===== src/rtl/ssa_pkg.sv =====
// shared types and constants for the selection sort block
`default_nettype none
package ssa_pkg;

   localparam int VALUE_W       = 32;
   localparam int MAX_ITEMS_DEF = 64;

   typedef logic signed [VALUE_W-1:0] value_type;

   typedef struct packed {
      value_type value;
      logic      last;
   } req_word_type;

   typedef struct packed {
      value_type sorted_value;
      logic      end_of_set;
      logic      overflow;
   } rsp_word_type;

endpackage
`default_nettype wire


===== src/rtl/selection_sort_ascending.sv =====
// top level: collects a set, sorts it by minimum selection, emits it in order
// operation: a set of N words is loaded word by word, then each pass scans the
//   words not yet placed and emits their minimum
// throughput: one word in per cycle while loading; no input taken while sorting
// the single signed comparator and the one-read-port store set this pace
// reset: synchronous, active high; clears count, overflow flag, state and output valid
`default_nettype none
module selection_sort_ascending
   import ssa_pkg::*;
#(
   parameter int MAX_ITEMS = MAX_ITEMS_DEF
) (
   input  wire logic         clock,
   input  wire logic         reset,
   input  wire logic         req_valid,
   output logic              req_stall,
   input  wire req_word_type req_word,
   output logic              rsp_valid,
   input  wire logic         rsp_stall,
   output rsp_word_type      rsp_word
);

   // count width holds MAX_ITEMS itself, index width addresses the store
   localparam int CW = $clog2(MAX_ITEMS + 1);
   localparam int IW = $clog2(MAX_ITEMS);

   typedef enum logic [2:0] {
      ST_LOAD = 3'b001,
      ST_SCAN = 3'b010,
      ST_EMIT = 3'b100
   } state_type;

   state_type    state_ff,    state_in;
   logic [CW-1:0] count_ff,   count_in;
   logic          dropped_ff, dropped_in;
   logic [CW-1:0] pos_ff,     pos_in;      // slot being filled in this pass
   logic [CW-1:0] issue_ff,   issue_in;    // next store address to read
   logic          rd_valid_ff, rd_valid_in;
   logic [CW-1:0] rd_idx_ff,  rd_idx_in;   // index of the word now on rd_data
   value_type     best_ff,    best_in;     // running minimum of the pass
   logic [CW-1:0] best_idx_ff, best_idx_in;
   value_type     pos_val_ff, pos_val_in;  // old content of slot pos
   logic          rsp_valid_ff, rsp_valid_in;
   rsp_word_type  rsp_word_ff, rsp_word_in;

   logic          wr_en;
   logic [IW-1:0] wr_addr;
   value_type     wr_data;
   logic          rd_en;
   value_type     rd_data;

   logic req_take;
   logic out_free;
   logic first_word;

   ssa_mem #(
      .DEPTH (MAX_ITEMS),
      .AW    (IW)
   ) u_mem (
      .clock   (clock),
      .wr_en   (wr_en),
      .wr_addr (wr_addr),
      .wr_data (wr_data),
      .rd_en   (rd_en),
      .rd_addr (issue_ff[IW-1:0]),
      .rd_data (rd_data)
   );

   assign req_stall  = (state_ff != ST_LOAD);
   assign req_take   = req_valid && !req_stall;
   assign out_free   = !rsp_valid_ff || !rsp_stall;
   assign first_word = (rd_idx_ff == pos_ff);

   // reads run ahead of the compare through the store's read register
   assign rd_en = (state_ff == ST_SCAN) && (issue_ff < count_ff);

   always_comb begin
      state_in     = state_ff;
      count_in     = count_ff;
      dropped_in   = dropped_ff;
      pos_in       = pos_ff;
      issue_in     = issue_ff;
      rd_valid_in  = 1'b0;
      rd_idx_in    = rd_idx_ff;
      best_in      = best_ff;
      best_idx_in  = best_idx_ff;
      pos_val_in   = pos_val_ff;
      rsp_valid_in = rsp_valid_ff;
      rsp_word_in  = rsp_word_ff;
      wr_en        = 1'b0;
      wr_addr      = count_ff[IW-1:0];
      wr_data      = req_word.value;

      // result word leaves when downstream takes it
      if (rsp_valid_ff && !rsp_stall) begin
         rsp_valid_in = 1'b0;
      end

      case (state_ff)
         ST_LOAD: begin
            if (req_take) begin
               if (count_ff < CW'(MAX_ITEMS)) begin
                  wr_en    = 1'b1;
                  count_in = count_ff + CW'(1);
               end else begin
                  // store full: word dropped, set marked
                  dropped_in = 1'b1;
               end
               if (req_word.last) begin
                  pos_in   = '0;
                  issue_in = '0;
                  state_in = ST_SCAN;
               end
            end
         end

         ST_SCAN: begin
            if (rd_en) begin
               issue_in    = issue_ff + CW'(1);
               rd_valid_in = 1'b1;
               rd_idx_in   = issue_ff;
            end
            if (rd_valid_ff) begin
               // shared signed comparator; first word of the pass seeds the minimum
               if (first_word) begin
                  best_in     = rd_data;
                  best_idx_in = rd_idx_ff;
                  pos_val_in  = rd_data;
               end else if (rd_data < best_ff) begin
                  best_in     = rd_data;
                  best_idx_in = rd_idx_ff;
               end
               if (rd_idx_ff == count_ff - CW'(1)) begin
                  state_in = ST_EMIT;
               end
            end
         end

         ST_EMIT: begin
            if (out_free) begin
               // swap: old slot content goes where the minimum was
               wr_en        = 1'b1;
               wr_addr      = best_idx_ff[IW-1:0];
               wr_data      = pos_val_ff;
               rsp_valid_in = 1'b1;
               rsp_word_in.sorted_value = best_ff;
               rsp_word_in.end_of_set   = (pos_ff + CW'(1) == count_ff);
               rsp_word_in.overflow     = dropped_ff;
               if (pos_ff + CW'(1) == count_ff) begin
                  count_in   = '0;
                  dropped_in = 1'b0;
                  state_in   = ST_LOAD;
               end else begin
                  pos_in   = pos_ff + CW'(1);
                  issue_in = pos_ff + CW'(1);
                  state_in = ST_SCAN;
               end
            end
         end

         default: begin
            state_in = ST_LOAD;
         end
      endcase
   end

   // control state
   always_ff @(posedge clock) begin
      if (reset) begin
         state_ff     <= ST_LOAD;
         count_ff     <= '0;
         dropped_ff   <= 1'b0;
         rd_valid_ff  <= 1'b0;
         rsp_valid_ff <= 1'b0;
         pos_ff       <= '0;
         issue_ff     <= '0;
      end else begin
         state_ff     <= state_in;
         count_ff     <= count_in;
         dropped_ff   <= dropped_in;
         rd_valid_ff  <= rd_valid_in;
         rsp_valid_ff <= rsp_valid_in;
         pos_ff       <= pos_in;
         issue_ff     <= issue_in;
      end
   end

   // payload, no reset needed
   always_ff @(posedge clock) begin
      rd_idx_ff   <= rd_idx_in;
      best_ff     <= best_in;
      best_idx_ff <= best_idx_in;
      pos_val_ff  <= pos_val_in;
      rsp_word_ff <= rsp_word_in;
   end

   assign rsp_valid = rsp_valid_ff;
   assign rsp_word  = rsp_word_ff;

endmodule
`default_nettype wire


===== src/rtl/ssa_mem.sv =====
// element store: one write port, one read port with registered read data
`default_nettype none
module ssa_mem
   import ssa_pkg::*;
#(
   parameter int DEPTH = MAX_ITEMS_DEF,
   parameter int AW    = $clog2(DEPTH)
) (
   input  wire logic          clock,
   input  wire logic          wr_en,
   input  wire logic [AW-1:0] wr_addr,
   input  wire value_type     wr_data,
   input  wire logic          rd_en,
   input  wire logic [AW-1:0] rd_addr,
   output value_type          rd_data
);

   value_type store_ff [DEPTH];
   value_type rd_data_ff;

   always_ff @(posedge clock) begin
      if (wr_en) begin
         store_ff[wr_addr] <= wr_data;
      end
   end

   always_ff @(posedge clock) begin
      if (rd_en) begin
         rd_data_ff <= store_ff[rd_addr];
      end
   end

   assign rd_data = rd_data_ff;

endmodule
`default_nettype wire


===== config.mk =====
export PLATFORM = sky130hd
export DESIGN_NAME = selection_sort_ascending
export DESIGN_NICKNAME = d
export VERILOG_FILES = /design/src/rtl/ssa_pkg.sv /design/src/rtl/selection_sort_ascending.sv /design/src/rtl/ssa_mem.sv
export SDC_FILE = /design/constraint.sdc
export NUM_CORES = 2
export LEC_CHECK = 0
export BUFFER_PORTS_ARGS = -buffer_cell sky130_fd_sc_hd__buf_2
export CORE_AREA = 4 4 515 517
export CTS_CLUSTER_DIAMETER = 50
export CTS_CLUSTER_SIZE = 30
export DETAILED_ROUTE_END_ITERATION = 7
export DIE_AREA = 0 0 519 521
export GPL_ROUTABILITY_DRIVEN = 0
export SYNTH_ARGS = -nofsm -noshare
export SYNTH_HDL_FRONTEND = slang
export SYNTH_SLANG_ARGS = --single-unit

===== constraint.sdc =====
create_clock -name clock -period 5.3 [get_ports clock]
set_input_delay 1.06 -clock clock [delete_from_list [all_inputs] [get_ports clock]]
set_output_delay 1.06 -clock clock [all_outputs]
set_load 0.05 [all_outputs]

Yosys cells after proc, flatten, opt, wreduce, memory -nomap -nowiden
Memory sizes are Yosys's and may differ from the RTL's. A register that Yosys moved wholly into a read port is not among the register bits. Index checks and enable logic that the tools add are counted.

Bitwise gates (word level): 1. Eq/ne operators: 17. Add/subtract/negate cells: 4. Reductions and logical operators: 20. Multiplexer cells: 42. $lt $le $gt $ge: 3.

Operators with widths (count): $mux W32 (4); $mux W7 (9); $lt A32 B32 Y1 (1); $pmux W7 S2 (2); $mux W6 (4); $add A7 B1 Y7 const B (3); $eq A7 B7 Y1 (3); $pmux W7 S3 (1); $reduce_and A5 Y1 (4); $ne A2 B2 Y1 const B (9); $mux W3 (5); $mux W1 (13); $pmux W3 S3 (1); $lt A7 B7 Y1 (1); $lt A7 B7 Y1 const B (1); $sub A7 B1 Y7 const B (1); $reduce_and A3 Y1 (2); $reduce_and A6 Y1 (1); $pmux W1 S2 (2); $reduce_and A2 Y1 (2); $reduce_bool A2 Y1 (2); $eq A3 B1 Y1 const B (1); $eq A3 B2 Y1 const B (1); $eq A3 B3 Y1 const B (1); 9 further kinds (13).

Register bits: 138. Logic and storage cells: 102. Input bits: 37. Bits in writable memories: 2048. Output and inout port bits: 36. Memories: 1.

Memory list: u_mem.store_ff (depth 64, bits a word 32, read ports 1, clocked after memory_dff 1, write ports 1, RTL line ssa_mem.sv:18) `value_type store_ff [DEPTH];`.

Depth between registers and ports, before layout
Depth after elaboration: 7. Depth in mapped cells: 10. Gate-level depth less buffers: 8.

Cells and area by module
A second synthesis with hierarchy kept.

Cells, all modules: 3931. Area, all modules: 85578.3 µm².

By module, submodules not included: ssa_mem (seq. area each 62459.9 µm², times used 1, area an instance 78835.6 µm², cells each 3324); selection_sort_ascending (seq. area each 3873.7 µm², times used 1, area an instance 6742.7 µm², cells each 607).

Worst setup path before layout
OpenSTA, ideal clock, no wires.

Path kind: reg-to-reg. Start point: register u_mem.rd_data_ff[31] (netlist: u_mem.rd_data[31]) (read register of u_mem.store_ff). End point: register best_ff[0], enable pin. Setup time: 0.503 ns. Stages on the path, launching flop included: 8. Setup slack: 0.327 ns. Arrival time: 4.470 ns. Buffers on the path: 0. Cells stage by stage: edfxtp_1 -> ha_1 -> nand4_1 -> nor3_1 -> o221ai_1 -> o21ai_0 -> o32ai_1 -> a311oi_1.

Cells in the longest elaborated chain, start to end: 3.

Ends and longest elaborated chain: from (decl) (RTL line ssa_mem.sv:19) `value_type rd_data_ff;`; $lt A32 B32 Y1 (RTL line selection_sort_ascending.sv:129) `end else if (rd_data < best_ff) begin`; $reduce_bool A2 Y1 (no source line); $reduce_and A3 Y1 (no source line); to (signal assigned) (RTL line selection_sort_ascending.sv:191) `best_ff <= best_in;`; to (decl) (RTL line selection_sort_ascending.sv:40) `value_type best_ff, best_in;`.

Every way passes these cells. A chain may end at the register's enable or synchronous reset.

Worst setup path after layout
Start point: register state_ff[2]. End point: memory u_mem.store_ff[17][19] in the netlist's numbering, data pin.

Cells in the longest elaborated chain, start to end: 2.

Ends and longest elaborated chain: from (decl) (RTL line selection_sort_ascending.sv:33) `state_type state_ff, state_in;`; from (signal assigned) (RTL line selection_sort_ascending.sv:178) `state_ff <= state_in;`; $eq A3 B3 Y1 (RTL line selection_sort_ascending.sv:99) `case (state_ff)`; $mux W32 (RTL line selection_sort_ascending.sv:99); via u_mem.wr_data[19] (RTL line ssa_mem.sv:12) `input wire value_type wr_data,`; to (decl) (RTL line ssa_mem.sv:18).

The timed path passes the listed nets, and every way through them passes these cells.

==> flow_summary.ini <==
[yosys]
synth_cell_types = 69
synthMuxAreaShare_pct = 16.66
synthAdderAreaFrac_pct = 0.5999
syn_area_um2 = 85520
synth_top_family_by_area = multiplexers
synth-xor-area-share_pct = 0.3380
synth_compound_area_share_pct = 1.652
synth-main-ff-cell = edfxtp_1
synth_top_area_share_pct = 76.94
syn_nets = 3816
ys_seq_area_share_pct = 77.57
synth-edff-count = 2191
syn_inst = 3738
yosys.area_share.simple_pct = 1.933
synthTopCellsByArea = edfxtp_1, mux4_2, nand2_1
syn_avg_cell_area_um2 = 22.88
ys_ff_latch = 2218
ys.warnings.count = 0
synthArstFlopShare_pct = 0
yosys.area.top_type = edfxtp_1

[floorplanning]
rows = 188
dieArea_um2 = 270400
die_w_um = 519
initial_utilization_pct = 32.75
io_pins = 73
core_um2 = 261100
dieHeight_um = 521

[outcome]
outcome = finished, final reports clean

[setup_path]
crit_start = state_ff[2]$_SDFFE_PP0P_
r2r_cells = 8
worstPathArrival_ps = 4410
r2r_start = state_ff[2]$_SDFFE_PP0P_
setup.worst_path.end_class = flop
worstPathMaxFanout = 69
critPathBufInv = 4
crit_required_ps = 5890
startpoint_type = flop
crit_path_max_incr_delay_ps = 780
reg2reg_setup_slack_ps = 1480
cpMostUsedCell = buf_4
crit_family = buffers and inverters
path_cells = nor3b_2 -> buf_4 -> nand2_2 -> clkinv_2 -> buf_4 -> nand2_1 -> nand2_2 -> buf_4
r2r_end = u_mem.store_ff[17][19]$_DFFE_PP_
crit_path_top_delay_cell = nand2_2
criticalPathCategory = reg2reg

[hold_path]
min_path_type = reg2reg
min_from = dropped_ff$_SDFFE_PP0P_
worst_hold_path.endpoint = rsp_word[0]$_DFFE_PP_
whs_path_depth = 0

[sta]
rsz0062_at_grt = no
clock.fmax_ghz = 0.2616
period_needed_ps = 3823
min_period_over_period_pct = 72.12
worst_pin_slew_ps = 1320
finalClockSkew_ps = 47.59
slew_headroom_pct = 11.68
fin_tns_setup_ps = 0
slew_viol_final = 0
hold_viol_final = 0
finalSetupViolCount = 0

[grt]
grt_antenna_before_repair = 9
grt_start_max_net_pins = 99
track_usage_pct = 15.69
grt_pass1_vias = 40263
gr-total-overflow = 0
grt_pass1_wl_um = 307000

[routing]
wl_um = 214900
drt-vias-per-instance = 5.305
ant_nets = 0
vias = 39996
routedWlPerCell_um = 28.50
drtIter0Drc = 4946
drcViolationCount = 0
dr.pass1.iters = 6

[pwr]
pwr_density_cell_nw_per_um2 = 353.2
vdd_drop_max_mv = 0.2669
leakagePower_nw = 29.13

[clock_network]
cts_resized = 0
cts_setup_buffers = 0
cts_sinks = 2218
htree_num_levels = 4
clk_path_buf_depth = 3
clockRootBuffer = clkbuf_16
cts_tree = done
cts_inserted_buffers = 162
clk_latency_ps = 830
cts.clk_slew.worst_paths_ps = 80
cts-hold-fix-buffers = 0

[final_layout]
area_growth_pct = 14.23
final.fill_count = 23205
seq_area_um2 = 66350
final_net_count = 4057
final_cells = 7540
final_util_pct = 37.41
multi_input_area_um2 = 18730
drive_gt1_share_pct = 31.69

[run]
drv_cap = 0

[placement]
port_buffers = 72
placedCellCount = 7235
hpwl_um = 130700
[worst max-delay path by stage]
| stage | to | cells after the start |
|---|---|---|
| 2_1_floorplan | best_ff[0]$_DFFE_PP_ | 7 |
| 3_3_place_gp | u_mem.store_ff[6][0]$_DFFE_PP_ | 8 |
| 3_5_place_dp | u_mem.store_ff[28][19]$_DFFE_PP_ | 8 |
| 4_1_cts | u_mem.store_ff[17][19]$_DFFE_PP_ | 8 |
| 5_1_grt | u_mem.store_ff[17][19]$_DFFE_PP_ | 8 |
| 6_report | u_mem.store_ff[17][19]$_DFFE_PP_ | 8 |
[layer usage]
| metal | vias to the layer above | GRT usage, % | routed length, um | share of wire (%) |
|---|---|---|---|---|
| li1 | 16391 | - | - | - |
| met1 | 21746 | 21.82 | 88630 | 41 |
| met2 | 1604 | 25.30 | 104200 | 49 |
| met3 | 253 | 3.424 | 17280 | 8.0 |
| met4 | 2 | 3.753 | 4720 | 2.2 |
| met5 | - | 0 | 23 | 0.011 |
[final cells by class]
class                           instances  area share, %
Clock buffer                          173          4.236
Multi-Input combinational cell       1278          19.18
Inverter                               54         0.2101
Antenna cell                            2       0.005123
Timing Repair Buffer                  265          2.313
Sequential cell                      2218          67.92
Clock inverter                        130          1.756
Tap cell                             3420          4.381
[registers in the layout, summed over array words and instances (netlist names), 7 cells and up]
name	cells
u_mem.store_ff	2048
rsp_word	34
best_ff	32
pos_val_ff	32
u_mem.rd_data	32
count_ff	7
issue_ff	7
pos_ff	7
rd_idx_ff	7
[placed cells by master, fill, tap and decap left out, types with 8 or more instances in the layout]
cell / synthesis / layout
inv_16: 0 / 8
and3_1: 8 / 8
nand3_1: 18 / 18
clkbuf_16: 0 / 164
nand2b_1: 12 / 12
nand2_2: 0 / 31
inv_12: 0 / 15
o21ai_0: 23 / 23
nor2_1: 92 / 26
nor3_1: 14 / 14
a21oi_1: 28 / 27
buf_12: 0 / 36
a22oi_1: 41 / 41
clkbuf_1: 95 / 9
mux4_2: 628 / 628
clkinvlp_4: 0 / 10
buf_2: 69 / 72
inv_1: 52 / 51
nor2b_1: 12 / 10
clkinv_2: 1 / 11
nor2_4: 0 / 65
inv_6: 0 / 29
mux2i_1: 10 / 10
inv_8: 0 / 16
edfxtp_1: 2191 / 2191
buf_4: 10 / 157
and2_1: 12 / 12
dfxtp_1: 27 / 22
a211oi_1: 22 / 22
o22ai_1: 20 / 20
clkinv_8: 0 / 30
xnor2_1: 13 / 13
ha_1: 41 / 41
nand2_1: 169 / 136
nand4_1: 8 / 8
a31oi_1: 13 / 13
[stage by stage]
| step | instance area [um^2] | worst slack [ps] | total power, mW | hold slack [ps] |
|---|---|---|---|---|
| CTS | 97680 | 1431 | 34.80 | 448.0 |
| finish | 97680 | 1477 | 34.50 | 453.4 |
| floorplan | 85520 | 327.1 | 20.87 | 408.8 |
| detailed placement | 91830 | 899.5 | 21.49 | 431.3 |
| global placement | 91830 | 967.2 | 21.47 | 425.9 |
| global route | 97680 | 1237 | 35.60 | 458.4 |
[kinds of logic after synthesis]
logic type                 Yosys count
DFF                               2218
muxes                              638
and+or+nand+nor                    370
buffers and inverters              242
AOI/OAI and AO/OA                  204
adders and majority gates           41
xor gates and xnor gates            25
[power breakdown]
part	leakage [nW]	switching (mW)	internal, mW
registers	19.9	0.0347	19.3
clock network	2.81	6.91	6.53
logic	6.39	0.998	0.728
[cells in the mapped netlist (14+ instances only)]
master    number
a22oi_1       41
o22ai_1       20
buf_2         69
ha_1          41
a21oi_1       28
nand2_1      169
edfxtp_1    2191
dfxtp_1       27
o21ai_0       23
clkbuf_1      95
mux4_2       628
nand3_1       18
nor3_1        14
a211oi_1      22
nor2_1        92
inv_1         52
[worst reg2reg max path, cell delays in order (launching register included)]
cell and delay (ps):
dfxtp_1 420, nor3b_2 200, buf_4 240, nand2_2 270, clkinv_2 270, buf_4 730, nand2_1 190, nand2_2 780
buf_4 500
Note: power is estimated with default switching activity, not from simulation.
